$ cat src/rtl/core/sfa_pkg.sv
// ----------------------------------------------------------------------------
// sfa_pkg - shared types and constants for the SPI transmit slot arbiter
// Holds the transaction structs, the operation and source codes, slot status
// codes and the default slot layout.
// ----------------------------------------------------------------------------
package sfa_pkg;

	// Default slot layout
	localparam int CLIENT_SLOTS_DEF = 8;
	localparam int SENSOR_SLOTS_DEF = 6;
	localparam int ONBOARD_SLOT_DEF = 7;

	// Input mode codes
	localparam logic [2:0] MODE_CREATE = 3'd0;
	localparam logic [2:0] MODE_LOCK   = 3'd1;
	localparam logic [2:0] MODE_CLEAR  = 3'd2;
	localparam logic [2:0] MODE_CHECK  = 3'd3;
	localparam logic [2:0] MODE_END    = 3'd4;

	// Slot field value that addresses the response slot
	localparam logic [3:0] RESPONSE_SEL = 4'd8;

	// Client slot status codes (code 3 unused, treated as empty)
	localparam logic [1:0] ST_EMPTY = 2'd0;
	localparam logic [1:0] ST_FULL  = 2'd1;
	localparam logic [1:0] ST_LOCK  = 2'd2;

	// Classified operation passed from front to back
	typedef enum logic [2:0] {
		OP_NOP,
		OP_CREATE_CLIENT,
		OP_CREATE_RESP,
		OP_LOCK,
		OP_CLEAR,
		OP_CHECK,
		OP_END
	} op_t;

	// Frame source reported with each result
	typedef enum logic [1:0] {
		SRC_NONE,
		SRC_ONBOARD,
		SRC_RESPONSE,
		SRC_CLIENT
	} src_t;

	// Back-end sequencer states
	typedef enum logic {
		B_IDLE,
		B_SCAN
	} back_state_t;

	// Input transaction
	typedef struct packed {
		logic [2:0] mode;
		logic [3:0] slot;
		logic       select_high;
		logic       onboard_idle;
	} in_t;

	// Result transaction
	typedef struct packed {
		logic       ready_to_send;
		src_t       source;
		logic [2:0] chosen_slot;
		logic       send_complete;
		logic       create_refused;
		logic       busy_res;
	} out_t;

	// Queue entry
	typedef struct packed {
		op_t        op;
		logic [3:0] slot;
		logic       select_high;
		logic       onboard_idle;
	} cmd_t;

	// A slot holds a frame when full or locked
	function automatic logic has_frame(input logic [1:0] st);
		return (st == ST_FULL) || (st == ST_LOCK);
	endfunction

endpackage

$ cat src/rtl/core/sfa_front.sv
// ----------------------------------------------------------------------------
// sfa_front - input side of the slot arbiter
// Accepts input transactions, range checks the slot field and turns the mode
// into an operation code for the command queue.
// ----------------------------------------------------------------------------
module sfa_front import sfa_pkg::*; #(
	parameter int CLIENT_SLOTS = CLIENT_SLOTS_DEF
) (
	input  logic in_valid,
	output logic in_ready,
	input  in_t  in_data,
	input  logic q_full,
	output logic push,
	output cmd_t cmd
);

	logic slot_ok;

	// Handshake: take a transaction whenever the queue has room
	assign in_ready = !q_full;
	assign push     = in_valid && !q_full;
	assign slot_ok  = 32'(in_data.slot) < 32'(CLIENT_SLOTS);

	// Classify
	always_comb begin
		cmd.slot         = in_data.slot;
		cmd.select_high  = in_data.select_high;
		cmd.onboard_idle = in_data.onboard_idle;
		unique case (in_data.mode)
			MODE_CREATE: begin
				if (in_data.slot == RESPONSE_SEL) begin
					cmd.op = OP_CREATE_RESP;
				end else if (slot_ok) begin
					cmd.op = OP_CREATE_CLIENT;
				end else begin
					cmd.op = OP_NOP;
				end
			end
			MODE_LOCK:  cmd.op = slot_ok ? OP_LOCK : OP_NOP;
			MODE_CLEAR: cmd.op = slot_ok ? OP_CLEAR : OP_NOP;
			MODE_CHECK: cmd.op = OP_CHECK;
			MODE_END:   cmd.op = OP_END;
			default:    cmd.op = OP_NOP;
		endcase
	end

endmodule

$ cat src/rtl/core/sfa_queue.sv
// ----------------------------------------------------------------------------
// sfa_queue - two-entry command queue
// Decouples the input side from the back-end sequencer.
// ----------------------------------------------------------------------------
module sfa_queue import sfa_pkg::*; (
	input  logic clk,
	input  logic arst_n,
	input  logic push,
	input  cmd_t push_cmd,
	input  logic pop,
	output logic full,
	output logic empty,
	output cmd_t head
);

	cmd_t       mem [2];
	logic       wr_ptr_q;
	logic       rd_ptr_q;
	logic [1:0] count_q;

	assign full  = (count_q == 2'd2);
	assign empty = (count_q == 2'd0);
	assign head  = mem[rd_ptr_q];

	// Pointers and fill count
	always_ff @(posedge clk or negedge arst_n) begin
		if (!arst_n) begin
			wr_ptr_q <= 1'b0;
			rd_ptr_q <= 1'b0;
			count_q  <= 2'd0;
		end else begin
			if (push) wr_ptr_q <= !wr_ptr_q;
			if (pop)  rd_ptr_q <= !rd_ptr_q;
			case ({push, pop})
				2'b10:   count_q <= count_q + 2'd1;
				2'b01:   count_q <= count_q - 2'd1;
				default: count_q <= count_q;
			endcase
		end
	end

	// Entry storage
	always_ff @(posedge clk) begin
		if (push) mem[wr_ptr_q] <= push_cmd;
	end

endmodule

$ cat src/rtl/core/sfa_back.sv
// ----------------------------------------------------------------------------
// sfa_back - slot state and execution of queued operations
// Holds slot status, response flag, round-robin pointer, busy and RTS.
// Runs one operation per cycle unless the result is held; a check-ready
// that falls through to the sensor slots walks them one slot a cycle.
// ----------------------------------------------------------------------------
module sfa_back import sfa_pkg::*; #(
	parameter int CLIENT_SLOTS = CLIENT_SLOTS_DEF,
	parameter int SENSOR_SLOTS = SENSOR_SLOTS_DEF,
	parameter int ONBOARD_SLOT = ONBOARD_SLOT_DEF
) (
	input  logic clk,
	input  logic arst_n,
	input  logic q_empty,
	input  cmd_t head,
	output logic pop,
	output logic out_valid,
	input  logic out_ready,
	output out_t out_data
);

	localparam int IDX_W  = (CLIENT_SLOTS > 1) ? $clog2(CLIENT_SLOTS) : 1;
	localparam int RR_W   = (SENSOR_SLOTS > 1) ? $clog2(SENSOR_SLOTS) : 1;
	localparam int SEL_W  = (IDX_W > RR_W) ? IDX_W : RR_W;
	localparam bit OB_IN  = ONBOARD_SLOT < CLIENT_SLOTS;
	localparam int OB_POS = OB_IN ? ONBOARD_SLOT : 0;
	localparam logic [RR_W-1:0] RR_LAST = RR_W'(SENSOR_SLOTS - 1);

	back_state_t     state_q, state_d;
	logic [1:0]      status_q [CLIENT_SLOTS];
	logic            resp_q, resp_d;
	logic [RR_W-1:0] rr_q, rr_d;
	logic [RR_W-1:0] cnt_q, cnt_d;
	logic            busy_q, busy_d;
	logic            rts_q, rts_d;
	logic            out_valid_q;
	out_t            out_q, out_d;
	logic            out_load;
	logic            out_free;
	logic [RR_W-1:0] ptr_next;
	logic [SEL_W-1:0] rd_addr;
	logic [1:0]      rd_status;
	logic            ob_full;
	logic            wr_en;
	logic [SEL_W-1:0] wr_addr;
	logic [1:0]      wr_val;

	assign out_valid = out_valid_q;
	assign out_data  = out_q;
	assign out_free  = !out_valid_q || out_ready;

	// Round-robin step and status reads
	assign ptr_next  = (rr_q == RR_LAST) ? '0 : rr_q + RR_W'(1);
	assign rd_addr   = (state_q == B_IDLE && head.op == OP_CREATE_CLIENT) ? SEL_W'(head.slot)
		: ((state_q == B_SCAN) ? SEL_W'(ptr_next) : SEL_W'(rr_q));
	assign rd_status = (32'(rd_addr) < 32'(CLIENT_SLOTS)) ? status_q[rd_addr[IDX_W-1:0]]
		: ST_EMPTY;
	assign ob_full   = OB_IN && (status_q[IDX_W'(OB_POS)] == ST_FULL);

	// Sequencer: next state, state updates and result
	always_comb begin
		state_d  = state_q;
		resp_d   = resp_q;
		rr_d     = rr_q;
		cnt_d    = cnt_q;
		busy_d   = busy_q;
		rts_d    = rts_q;
		pop      = 1'b0;
		out_load = 1'b0;
		wr_en    = 1'b0;
		wr_addr  = rd_addr;
		wr_val   = ST_EMPTY;
		out_d    = '0;
		unique case (state_q)
			B_IDLE: begin
				if (!q_empty && out_free) begin
					pop      = 1'b1;
					out_load = 1'b1;
					case (head.op)
						OP_CREATE_RESP: resp_d = 1'b1;
						OP_CREATE_CLIENT: begin
							if (rd_status == ST_LOCK) begin
								out_d.create_refused = 1'b1;
							end else begin
								wr_en  = 1'b1;
								wr_val = ST_FULL;
							end
						end
						OP_LOCK: begin
							wr_en   = 1'b1;
							wr_addr = SEL_W'(head.slot);
							wr_val  = ST_LOCK;
						end
						OP_CLEAR: begin
							wr_en   = 1'b1;
							wr_addr = SEL_W'(head.slot);
							wr_val  = ST_EMPTY;
							busy_d  = 1'b0;
						end
						OP_CHECK: begin
							if (!busy_q && head.select_high) begin
								if (ob_full) begin
									out_d.source = SRC_ONBOARD;
									busy_d       = 1'b1;
									rts_d        = 1'b1;
								end else if (resp_q) begin
									out_d.source = SRC_RESPONSE;
									busy_d       = 1'b1;
									rts_d        = 1'b1;
								end else begin
									// fall through to the sensor walk
									out_load = 1'b0;
									cnt_d    = '0;
									state_d  = B_SCAN;
								end
							end
						end
						OP_END: begin
							if (ob_full) begin
								wr_en               = 1'b1;
								wr_addr             = SEL_W'(OB_POS);
								out_d.send_complete = 1'b1;
							end else if (head.onboard_idle) begin
								if (resp_q) begin
									resp_d = 1'b0;
								end else if (has_frame(rd_status)) begin
									wr_en = 1'b1;
								end
							end
							busy_d = 1'b0;
							rts_d  = 1'b0;
						end
						default: ;
					endcase
				end
			end
			B_SCAN: begin
				// one sensor slot per cycle, pointer advances before the test
				rr_d  = ptr_next;
				cnt_d = cnt_q + RR_W'(1);
				if (has_frame(rd_status)) begin
					out_load          = 1'b1;
					out_d.source      = SRC_CLIENT;
					out_d.chosen_slot = 3'(ptr_next);
					busy_d            = 1'b1;
					rts_d             = 1'b1;
					state_d           = B_IDLE;
				end else if (cnt_q == RR_LAST) begin
					out_load = 1'b1;
					state_d  = B_IDLE;
				end
			end
			default: state_d = B_IDLE;
		endcase
		out_d.ready_to_send = rts_d;
		out_d.busy_res      = busy_d;
	end

	// Control and arbitration state
	always_ff @(posedge clk or negedge arst_n) begin
		if (!arst_n) begin
			state_q     <= B_IDLE;
			resp_q      <= 1'b0;
			rr_q        <= '0;
			cnt_q       <= '0;
			busy_q      <= 1'b1;
			rts_q       <= 1'b1;
			out_valid_q <= 1'b0;
			for (int i = 0; i < CLIENT_SLOTS; i++) status_q[i] <= ST_EMPTY;
		end else begin
			state_q <= state_d;
			resp_q  <= resp_d;
			rr_q    <= rr_d;
			cnt_q   <= cnt_d;
			busy_q  <= busy_d;
			rts_q   <= rts_d;
			if (out_load) begin
				out_valid_q <= 1'b1;
			end else if (out_ready) begin
				out_valid_q <= 1'b0;
			end
			if (wr_en && (32'(wr_addr) < 32'(CLIENT_SLOTS))) begin
				status_q[wr_addr[IDX_W-1:0]] <= wr_val;
			end
		end
	end

	// Result register
	always_ff @(posedge clk) begin
		if (out_load) out_q <= out_d;
	end

`ifndef SYNTH
	a_scan_out_empty: assert property (@(posedge clk) disable iff (!arst_n)
		state_q == B_SCAN |-> !out_valid_q)
		else $error("sensor walk running with a result pending");

	a_rr_range: assert property (@(posedge clk) disable iff (!arst_n)
		rr_q <= RR_LAST)
		else $error("round-robin pointer out of range");

	a_pick_sets_busy: assert property (@(posedge clk) disable iff (!arst_n)
		out_load && out_d.source != SRC_NONE |=> busy_q && rts_q)
		else $error("frame picked without busy and RTS");

	a_end_frees: assert property (@(posedge clk) disable iff (!arst_n)
		pop && head.op == OP_END |=> !busy_q && !rts_q && out_valid_q)
		else $error("transfer end did not free the transmitter");
`endif

endmodule

$ cat src/rtl/core/spi_tx_frame_slot_arbiter_top.sv
// ----------------------------------------------------------------------------
// spi_tx_frame_slot_arbiter_top - SPI transmit frame slot arbiter
// Path: a result passes through the two-entry queue and the result register;
// a check-ready that searches the sensor slots tests up to SENSOR_SLOTS
// of them, paced by the one-slot-a-cycle round-robin walk.
// Throughput: one transaction per cycle otherwise while results are taken.
// Reset: all slots empty, response empty, pointer zero, busy and RTS set.
// ----------------------------------------------------------------------------
module spi_tx_frame_slot_arbiter_top import sfa_pkg::*; #(
	parameter int CLIENT_SLOTS = CLIENT_SLOTS_DEF,
	parameter int SENSOR_SLOTS = SENSOR_SLOTS_DEF,
	parameter int ONBOARD_SLOT = ONBOARD_SLOT_DEF
) (
	input  logic clk,
	input  logic arst_n,
	input  logic in_valid,
	output logic in_ready,
	input  in_t  in_data,
	output logic out_valid,
	input  logic out_ready,
	output out_t out_data
);

	logic q_full;
	logic q_empty;
	logic push;
	logic pop;
	cmd_t push_cmd;
	cmd_t head;

	// Front: accept and classify
	sfa_front #(
		.CLIENT_SLOTS(CLIENT_SLOTS)
	) u_front (
		.in_valid(in_valid),
		.in_ready(in_ready),
		.in_data (in_data),
		.q_full  (q_full),
		.push    (push),
		.cmd     (push_cmd)
	);

	// Command queue
	sfa_queue u_queue (
		.clk     (clk),
		.arst_n  (arst_n),
		.push    (push),
		.push_cmd(push_cmd),
		.pop     (pop),
		.full    (q_full),
		.empty   (q_empty),
		.head    (head)
	);

	// Back: slot state and execution
	sfa_back #(
		.CLIENT_SLOTS(CLIENT_SLOTS),
		.SENSOR_SLOTS(SENSOR_SLOTS),
		.ONBOARD_SLOT(ONBOARD_SLOT)
	) u_back (
		.clk      (clk),
		.arst_n   (arst_n),
		.q_empty  (q_empty),
		.head     (head),
		.pop      (pop),
		.out_valid(out_valid),
		.out_ready(out_ready),
		.out_data (out_data)
	);

endmodule

$ cat config.mk
export PLATFORM = sky130hd
export DESIGN_NAME = spi_tx_frame_slot_arbiter_top
export DESIGN_NICKNAME = d
export VERILOG_FILES = /design/src/rtl/core/sfa_pkg.sv /design/src/rtl/core/sfa_front.sv /design/src/rtl/core/sfa_queue.sv /design/src/rtl/core/sfa_back.sv /design/src/rtl/core/spi_tx_frame_slot_arbiter_top.sv
export SDC_FILE = /design/constraint.sdc
export NUM_CORES = 1
export LEC_CHECK = 0
export ABC_AREA = 1
export BUFFER_PORTS_ARGS = -buffer_cell sky130_fd_sc_hd__buf_4
export CORE_MARGIN = 5
export CORE_UTILIZATION = 64
export DETAILED_ROUTE_END_ITERATION = 6
export PLACE_DENSITY = 0.84
export SLEW_MARGIN = 0
export SYNTH_ARGS = -nofsm -noshare
export SYNTH_HDL_FRONTEND = slang
export SYNTH_SLANG_ARGS = --single-unit
export TNS_END_PERCENT = 20
$ cat constraint.sdc
create_clock -name clk -period 4.85 [get_ports clk]
set_input_delay 0.2425 -clock clk [delete_from_list [all_inputs] [get_ports clk]]
set_output_delay 0.2425 -clock clk [all_outputs]
set_load 0.1 [all_outputs]
-- Word-level counts from Yosys, hierarchy flattened
Memory sizes are Yosys's and may differ from the RTL's.
Index checks and enable logic that the tools add are counted.
- equal/unequal tests: 23
- bitwise gates (word level): 5
- multiplexer cells: 75
- reductions and logical operators: 24
- add/subtract/negate cells: 4
- $lt $le $gt $ge: 4
- operators by type and width (cell ; number):
    $mux 1 ; 36
    $mux 3 ; 12
    $mux 2 ; 10
    $eq 3x3->1 const B ; 6
    $bwmux 16 ; 1
    $pmux 3 s5 ; 1
    $pmux 1 s2 ; 7
    $eq 3x2->1 const B ; 4
    $pmux 2 s2 ; 3
    $ne 2x2->1 const B ; 5
    $ge 4x4->1 const B ; 2
    $not 3->4 ; 2
    $reduce_and 4->1 ; 2
    $add 3x1->3 const B ; 2
    $bmux 2 s3 ; 1
    $demux 2 s3 ; 1
    $eq 2x2->1 const B ; 3
    $eq 3x1->1 const B ; 2
    $logic_not 1->1 ; 6
    $pmux 3 s2 ; 1
    $reduce_bool 2->1 ; 3
    $logic_and 1x1->1 ; 5
    $mux 5 ; 1
    $eq 2x1->1 const B ; 2
    other kinds (13) ; 17
- output and inout port bits: 11
- memories: 1
- input port bits: 13
- word-level logic and storage cells: 159
- register bits after elaboration: 39
- bits in writable memories: 18
- memory list (memory ; words ; bits a word ; read ports ; clocked after memory_dff ; write ports ; line ; source):
    u_queue.mem ; 2 ; 9 ; 1 ; 0 ; 1 ; sfa_queue.sv:16 ; cmd_t mem [2];

-- Depth between registers and ports, before layout
Gate-level depths: netlist of the first run.
- word-level depth: 16
- mapped depth: 24
- mapped depth without buffers: 22

-- Modules after synthesis
Synthesis of the first run repeated with hierarchy kept, for this count alone.
- cell total of the unflattened synthesis: 370
- area total of the unflattened synthesis: 3181.8 um2
- by module, submodules not included (module ; area each (um2) ; cells each ; times used ; sequential area each (um2)):
    sfa_back ; 2148.3 ; 267 ; 1 ; 918.4
    sfa_queue ; 882.1 ; 71 ; 1 ; 640.6
    sfa_front ; 151.4 ; 32 ; 1 ; 0.0

-- Worst setup path before layout of the first run
Ideal clock, no wire load.
- kind: register to register
- from: register u_queue.rd_ptr_q
- to: register u_back.status_q[0] in the netlist's numbering
- arrival: 2812 ps
- required time: 4733 ps
- slack: 1922 ps
- period minus slack after synthesis: 2928 ps
- stages on the path, launching flop included: 25
- setup time: 117 ps
- cell sequence: dfrtp_1 -> inv_2 -> buf_6 -> nand2_1 -> nand2_2 -> nand2_2 -> nor2_4 -> nand3_1 -> nand2_1 -> nand2_1 -> nand3_1 -> nand2_1 -> nand2_1 -> nand2_1 -> ha_1 -> or2_2 -> nor2_1 -> nand2_1 -> nand3b_1 -> nand2_2 -> nor2_2 -> buf_6 -> nand2_2 -> nand2_1 -> nand2_1
- cells in the longest elaborated chain, start to end: 16
- elaborated cells on any way between the ends: 36
- classes of those cells: order compare: 2; eq/ne: 6; mux: 21; bitwise: 2; reduce/logical: 4; memory: 1
- RTL lines (what ; line ; source):
    from (decl) ; sfa_queue.sv:18 ; logic rd_ptr_q;
    from (signal assigned) ; sfa_queue.sv:33 ; if (pop) rd_ptr_q <= !rd_ptr_q;
    $mem_v2 2x9 (*) ; - ;
    $eq 3x1->1 ; sfa_back.sv:54, sfa_back.sv:79 ;
    $logic_and 1x1->1 ; sfa_back.sv:54 ; assign rd_addr = (state_q == B_IDLE && head.op == OP_CREATE_CLIENT) ? SEL_W'(head.slot)
    $mux 3 ; sfa_back.sv:54 ;
    $not 3->4 (not written as such) ; sfa_back.sv:56 ; assign rd_status = (32'(rd_addr) < 32'(CLIENT_SLOTS)) ? status_q[rd_addr[IDX_W-1:0]]
    $bmux 2 s3 ; sfa_back.sv:56 ;
    $mux 2 (not written as such) (2 in a row) ; sfa_back.sv:56 ;
    $eq 2x1->1 / $eq 2x2->1 (equally long branches) ; sfa_pkg.sv:81, sfa_back.sv:82 ;
    $logic_or 1x1->1 ; sfa_pkg.sv:81 ; return (st == ST_FULL) || (st == ST_LOCK);
    $mux 1 ; sfa_back.sv:126 ; end else if (has_frame(rd_status)) begin
    $mux 1 ; sfa_back.sv:124 ; if (resp_q) begin
    $mux 1 ; sfa_back.sv:123 ; end else if (head.onboard_idle) begin
    $pmux 1 s3 ; sfa_back.sv:79 ; case (head.op)
    $mux 1 ; sfa_back.sv:76 ; if (!q_empty && out_free) begin
    $mux 1 ; sfa_back.sv:74 ; unique case (state_q)
    to (signal, indexed assignment) ; sfa_back.sv:183 ; status_q[wr_addr[IDX_W-1:0]] <= wr_val;
    to (decl) ; sfa_back.sv:30 ; logic [1:0] status_q [CLIENT_SLOTS];
Every way passes the cells marked *; elsewhere a longest branch is shown, timed or not. The select of a mux whose other input is x is not followed.
A chain may end at the register's enable or synchronous reset.

-- Worst setup path after layout of the first run
- from: register u_queue.rd_ptr_q
- to: register u_back.status_q[8] in the netlist's numbering
Same word-level chain as after synthesis.

==> results of run 1 <==
## per-stage QoR
step,setup WS (ns),utilization,hold WS (ns),instances
after detailed placement,1.14,0.709,0.202,424
after global placement,1.25,0.709,0.201,424
after floorplan,1.92,-,-0.0531,357
final,1.02,0.738,0.111,433
after CTS,1.05,0.738,0.105,433
after global routing,0.632,0.738,0.0964,433
## Yosys cell counts
library cell,count
nor4_1,1
or2_2,2
dfstp_2,2
conb_1,1
xor2_1,2
edfxtp_1,24
o21ai_1,1
nand2_1,117
nand3b_1,1
nand4_1,3
nand2_2,16
buf_6,4
nand2_4,3
nor2_4,6
nor3_1,3
nor2_1,23
a21oi_1,10
buf_2,1
clkbuf_1,1
o21ai_0,11
ha_1,4
o22ai_1,2
o31ai_1,3
xnor2_1,2
inv_1,33
a31oi_1,1
dfrtp_1,29
o211ai_1,1
o41ai_1,1
nor2_2,3
nand3_1,39
buf_4,1
o21bai_1,1
nand3_2,2
inv_2,3
## kinds of logic after synthesis
kind of cell    synth area share
buf+inv                   0.0659
fa+ha+maj                 0.0168
xor+xnor                  0.0118
simple gates               0.343
flops                      0.503
other cells              0.00126
compound gates            0.0588
## what timing repair did
action                    CTS  global route
hold buffers                1             0
hold endpoints to repair   29             0
setup buffers               0             0
## final cells by class
type	count	share of cell area
tap	52	0.0198
timing repair buffer	23	0.0534
sequential	55	0.457
inverter	36	0.0412
multi-input combinational	259	0.392
clock inverter	2	0.0118
clock buffer	6	0.0252
## routing by layer
metal / GRT usage / vias up / share of wire
met5: 0 / - / 0
met4: 0.0664 / 0 / 0.013
met3: 0.0481 / 10 / 0.066
met2: 0.341 / 87 / 0.48
met1: 0.278 / 1098 / 0.44
li1: - / 1199 / -
## critical path: cells and delay by family, from the launching register on
| kind | cells | cell delay, ns |
|---|---|---|
| flip-flops | 1 | 0.66 |
| AND/OR/NAND/NOR | 19 | 2.54 |
| adder cells (fa/ha/maj) | 1 | 0.31 |
| buffers and inverters | 1 | 0.21 |
## final timing paths
| kind | to | slack (ns) | cells past startpoint | startpoint |
|---|---|---|---|---|
| worst max register to register | u_back.status_q[8]$_DFFE_PN0P_ | 1.02 | 21 | u_queue.rd_ptr_q$_DFFE_PN0P_ |
| max in group asynchronous | u_back.rts_q$_DFF_PN1_ | 4.13 | 2 | arst_n |
| min in group asynchronous | u_queue.wr_ptr_q$_DFFE_PN0P_ | 0.38 | 2 | arst_n |
| worst max-delay path | u_back.status_q[8]$_DFFE_PN0P_ | 1.02 | 21 | u_queue.rd_ptr_q$_DFFE_PN0P_ |
| worst min-delay path | u_queue.mem[1][0]$_DFFE_PP_ | 0.11 | 1 | in_data[0] |
| worst min register to register | u_back.status_q[13]$_DFFE_PN0P_ | 0.49 | 2 | u_back.status_q[13]$_DFFE_PN0P_ |
## registers in the layout (all words and copies together) (netlist names)
name and cells:
u_back.status_q 16, u_queue.mem 16, u_back.out_data 8, u_back.cnt_q 3, u_back.rr_q 3, u_queue.count_q 2, u_back.busy_q 1, u_back.out_valid 1
u_back.resp_q 1, u_back.rts_q 1, u_back.state_q 1, u_queue.rd_ptr_q 1, u_queue.wr_ptr_q 1
==> reports/metrics.csv, run 1 <==
stage,metric,value,unit
synth,postSynthAreaPerCell,8.35,um2
global_route,grt_pass1_wl,10100,um
layout,final_nets,397,
clocking,htree_levels,2,
sta,fin_worst_skew,0.00779,ns
synth,ys_ff_latch,55,
route,drt_iter0_markers,177,
sta,rsz0062_at_grt,no,
setup_path,path_class,flip-flop to flip-flop,
route,viasPerCell,5.53,
setup_path,timing.critical_path.mode_cell,nand2_1,
setup_path,cp-start-kind,flip-flop,
sta,setup_viol,0,
global_route,antenna_found_initial,0,
die,dieWidth,78.2,um
layout,final_cell_mix,"117 x nand2_1, 39 x nand3_1, 33 x inv_1, 29 x dfrtp_1, 24 x edfxtp_1",
placed_design,gp_congestion,0.890,
layout,layout_commonest_cell,nand2_1,
synth,synth.distinct_cells,35,
setup_path,worst_setup_path_end_kind,flip-flop,
placed_design,hpwlAfterDp,4520,um
global_route,grt_overflow,0,
clocking,clock_latency,0.31,ns
sta,hold_viol,0,
synth,synth_area,0.00298,mm2
setup_path,slowest_stage,dfrtp_1,
placed_design,numPortBuffers,22,
setup_path,slowest_delay,0.66,ns
die,num_rows,24,
die,start_util,0.671,
layout,num-fill-cells,361,
clocking,cts_tree,yes,
clocking,cts_buffers,5,
route,drtPass1Iterations,5,
sta,clock.fmax,261,MHz
clocking,clock-sinks,55,
sta,worstMarginPinSlew,0.719,ns
clocking,cts_root_buf,clkbuf_8,
setup_path,cp.arrival,4.03,ns
route,drc,0,
die,die_area,0.00612,mm2
layout,drive_above_1_share,0.176,
synth,synth_nets,374,
status,status,"finished, final reports clean",
route,num_vias,2394,
synth,yosysWarnings,0,
die,core,0.00444,mm2
synth,yosys.area.top_type,dfrtp_1,
global_route,grt_pass1_vias,2214,
sta,fin_setup_tns,0,ns
sta,finalMaxSlewViolations,0,
sta,fin_crit,3.83,ns
sta,relSlewSlack,0.519,
clocking,path_clk_slew,0.10,ns
die,ios,24,
clocking,clock_path_buffers,2,
run,max_cap_viol_count,0,
synth,netlist_instances,357,
setup_path,worst_ep_required_time,5.06,ns
layout,diodes,0,
global_route,grt.total_usage,0.209,
route,drt_wl_total,5990,um
global_route,grt_max_degree,32,
hold_path,hold_class,input pin to flip-flop,
route,ant_nets,0,
synth,ys_top_cells_by_area,"dfrtp_1 24%, edfxtp_1 24%, nand2_1 15%",
clocking,cts-resized-gates,0,
die,die-height,78.2,um
setup_path,crit_fanout,15,
layout,areaGrowthSynthToFinish,10.1,%
placed_design,place_area,0.00315,mm2
synth,synth.top_cell.area_share,0.243,
layout,regArea,0.00150,mm2
sta,fin_crit_sh,0.789,
setup_path,worstPathCellList,inv_2 -> nand2_1 -> nand2_1 -> nor2_4 -> nand3_1 -> nand2_1 -> nand2_1 -> nand3_1 -> nand2_1 -> nand2_1 -> nand2_1 -> ha_1 -> or2_2 -> nor2_1 -> nand2_1 -> nand3b_1 -> nand2_2 -> nor2_2 -> nand2_1 -> nand2_1 -> nand2_1,
layout,multi_input_area,0.00128,mm2
layout,fin_area,0.00328,mm2
route,post_drt_wl_per_cell,13.8,um
synth,ys_seq_area_frac,0.503,
Power of run 1 is not shown: default switching activity piles up to over one toggle a cycle in this logic, so the estimate is an artifact.
==> run 2, diff against run 1 <==
--- a/config.mk
+++ b/config.mk
@@ -8,9 +8,9 @@
 export ABC_AREA = 1
 export BUFFER_PORTS_ARGS = -buffer_cell sky130_fd_sc_hd__buf_4
 export CORE_MARGIN = 5
-export CORE_UTILIZATION = 64
+export CORE_UTILIZATION = 60
 export DETAILED_ROUTE_END_ITERATION = 6
-export PLACE_DENSITY = 0.84
+export PLACE_DENSITY = 0.8
 export SLEW_MARGIN = 0
 export SYNTH_ARGS = -nofsm -noshare
 export SYNTH_HDL_FRONTEND = slang
==> constraint.sdc (replaced) <==
create_clock -name clk -period 3.9 [get_ports clk]
set_input_delay 0.195 -clock clk [delete_from_list [all_inputs] [get_ports clk]]
set_output_delay 0.195 -clock clk [all_outputs]
set_load 0.1 [all_outputs]
==> reports/metrics.csv, run 2 (synthesis gave the netlist of run 1 again) <==
stage,metric,value,unit
sta,setup_ws,0.346,ns
run,max_cap_viol_count,0,
global_route,grt_pass1_wl,10200,um
route,drt_wl_total,5740,um
setup_path,crit_fanout,12,
global_route,grt_pass1_vias,2262,
clocking,clock_path_buffers,2,
status,status,"finished, final reports clean",
hold_path,hold_end,u_queue.mem[1][0]$_DFFE_PP_,
layout,diodes,0,
setup_path,worst_setup_path_end_kind,flip-flop,
clocking,cts_root_buf,clkbuf_8,
route,drtPass1Iterations,4,
sta,relSlewSlack,0.541,
placed_design,hpwlAfterDp,4320,um
layout,regArea,0.00150,mm2
clocking,htree_levels,2,
global_route,grt_overflow,0,
setup_path,timing.rr.start,u_queue.rd_ptr_q$_DFFE_PN0P_,
hold_path,min_from,in_data[0],
sta,fin_crit_sh,0.911,
clocking,path_clk_slew,0.10,ns
sta,finalMaxSlewViolations,0,
sta,rsz0062_at_grt,no,
clocking,clock_latency,0.31,ns
layout,num-fill-cells,389,
layout,final_nets,399,
clocking,cts_buffers,5,
hold_path,holdPathStages,1,
die,start_util,0.623,
layout,areaGrowthSynthToFinish,11.1,%
setup_path,worst_ep_required_time,4.10,ns
setup_path,path_class,flip-flop to flip-flop,
layout,final_cell_mix,"117 x nand2_1, 39 x nand3_1, 33 x inv_1, 29 x dfrtp_1",
hold_path,hold_class,input pin to flip-flop,
die,ios,24,
die,die_area,0.00648,mm2
sta,hold_viol,0,
global_route,grt.total_usage,0.200,
placed_design,gp_congestion,0.951,
layout,multi_input_area,0.00129,mm2
setup_path,r2r_end,u_back.status_q[6]$_DFFE_PN0P_,
route,ant_nets,0,
die,num_rows,25,
sta,worstMarginPinSlew,0.686,ns
setup_path,cp-start-kind,flip-flop,
die,dieWidth,80.5,um
setup_path,worst-r2r-cell-count,21,
clocking,clock-sinks,55,
placed_design,dp_slack,0.413,ns
global_route,grt_max_degree,32,
sta,fin_crit,3.55,ns
sta,clock.fmax,281,MHz
layout,drive_above_1_share,0.180,
route,num_vias,2376,
layout,layout_commonest_cell,nand2_1,
clocking,post-cts-setup-buffer-count,0,
sta,setup_viol,0,
route,post_drt_wl_per_cell,12.7,um
route,drc,0,
die,die-height,80.5,um
setup_path,cp.arrival,3.75,ns
setup_path,rrSetupSlack,0.35,ns
sta,fin_setup_tns,0,ns
placed_design,place_area,0.00318,mm2
die,core,0.00479,mm2
route,drt_iter0_markers,202,
global_route,antenna_found_initial,0,
layout,fin_area,0.00331,mm2
sta,fin_worst_skew,0.0113,ns
clocking,cts_tree,yes,
placed_design,numPortBuffers,22,
route,viasPerCell,5.28,
==> run 2: cell count changes in the layout (fill, tap and decap cells not counted) <==
| cell | delta |
|---|---|
| inv_6 | -1 |
| clkinv_4 | +1 |
| nor2_2 | -1 |
| nor2_4 | +1 |
| clkbuf_8 | -1 |
| buf_4 | +2 |
| clkinv_2 | +1 |
==> run 2: worst max-delay path, stage by stage (launching register included) <==
cell      delay, ns
dfrtp_1        0.46
buf_4          0.20
nand2_1        0.06
nand2_1        0.18
nor2_4         0.20
nand3_1        0.11
nand2_1        0.25
nand2_1        0.10
nand3_1        0.09
nand2_1        0.07
nand2_1        0.06
nand2_1        0.05
ha_1           0.33
or2_2          0.30
nor2_1         0.10
nand2_1        0.06
nand3b_1       0.09
nand2_2        0.08
nor2_2         0.41
nand2_1        0.13
nand2_1        0.08
nand2_1        0.04
==> run 2: through the flow <==
| step | utilization | hold slack (ns) | std cells |
|---|---|---|---|
| floorplan | - | -0.101 | 357 |
| global placement | 0.665 | 0.154 | 441 |
| detailed placement | 0.665 | 0.166 | 441 |
| CTS | 0.691 | 0.0592 | 450 |
| global route | 0.692 | 0.0570 | 450 |
| finish | 0.692 | 0.0645 | 450 |
==> run 2: worst max path at each step <==
| stage | startpoint | endpoint | slack, ns |
|---|---|---|---|
| floorplan | u_queue.rd_ptr_q$_DFFE_PN0P_ | u_back.status_q[0]$_DFFE_PN0P_ | 0.97 |
| CTS | u_queue.rd_ptr_q$_DFFE_PN0P_ | u_back.status_q[5]$_DFFE_PN0P_ | 0.37 |
| detailed placement | u_queue.rd_ptr_q$_DFFE_PN0P_ | u_back.status_q[8]$_DFFE_PN0P_ | 0.41 |
| global placement | u_queue.rd_ptr_q$_DFFE_PN0P_ | u_back.status_q[4]$_DFFE_PN0P_ | 0.43 |
| global route | u_queue.rd_ptr_q$_DFFE_PN0P_ | u_back.status_q[7]$_DFFE_PN0P_ | 0.004 |
| finish | u_queue.rd_ptr_q$_DFFE_PN0P_ | u_back.status_q[6]$_DFFE_PN0P_ | 0.35 |
==> run 2: what timing repair did <==
action                     CTS  global route
hold buffers                 1             0
hold endpoints to repair    29             0
setup endpoints to repair    0             2
resized for setup            0             1
==> run 2: cell type report <==
type                       count  share of cell area
clock buffer                   5              0.0208
clock inverter                 3              0.0132
inverter                      36              0.0408
multi-input combinational    259               0.390
sequential                    55               0.453
tap                           67              0.0253
timing repair buffer          25              0.0574
==> run 2: per-layer routing <==
layer	up-vias	GRT usage	wire [um]
met3	6	0.0314	239
li1	1213	-	-
met5	-	0	0
met4	0	0.0625	59
met2	48	0.327	2680
met1	1109	0.275	2760
Power of run 2 is left out for the same reason.
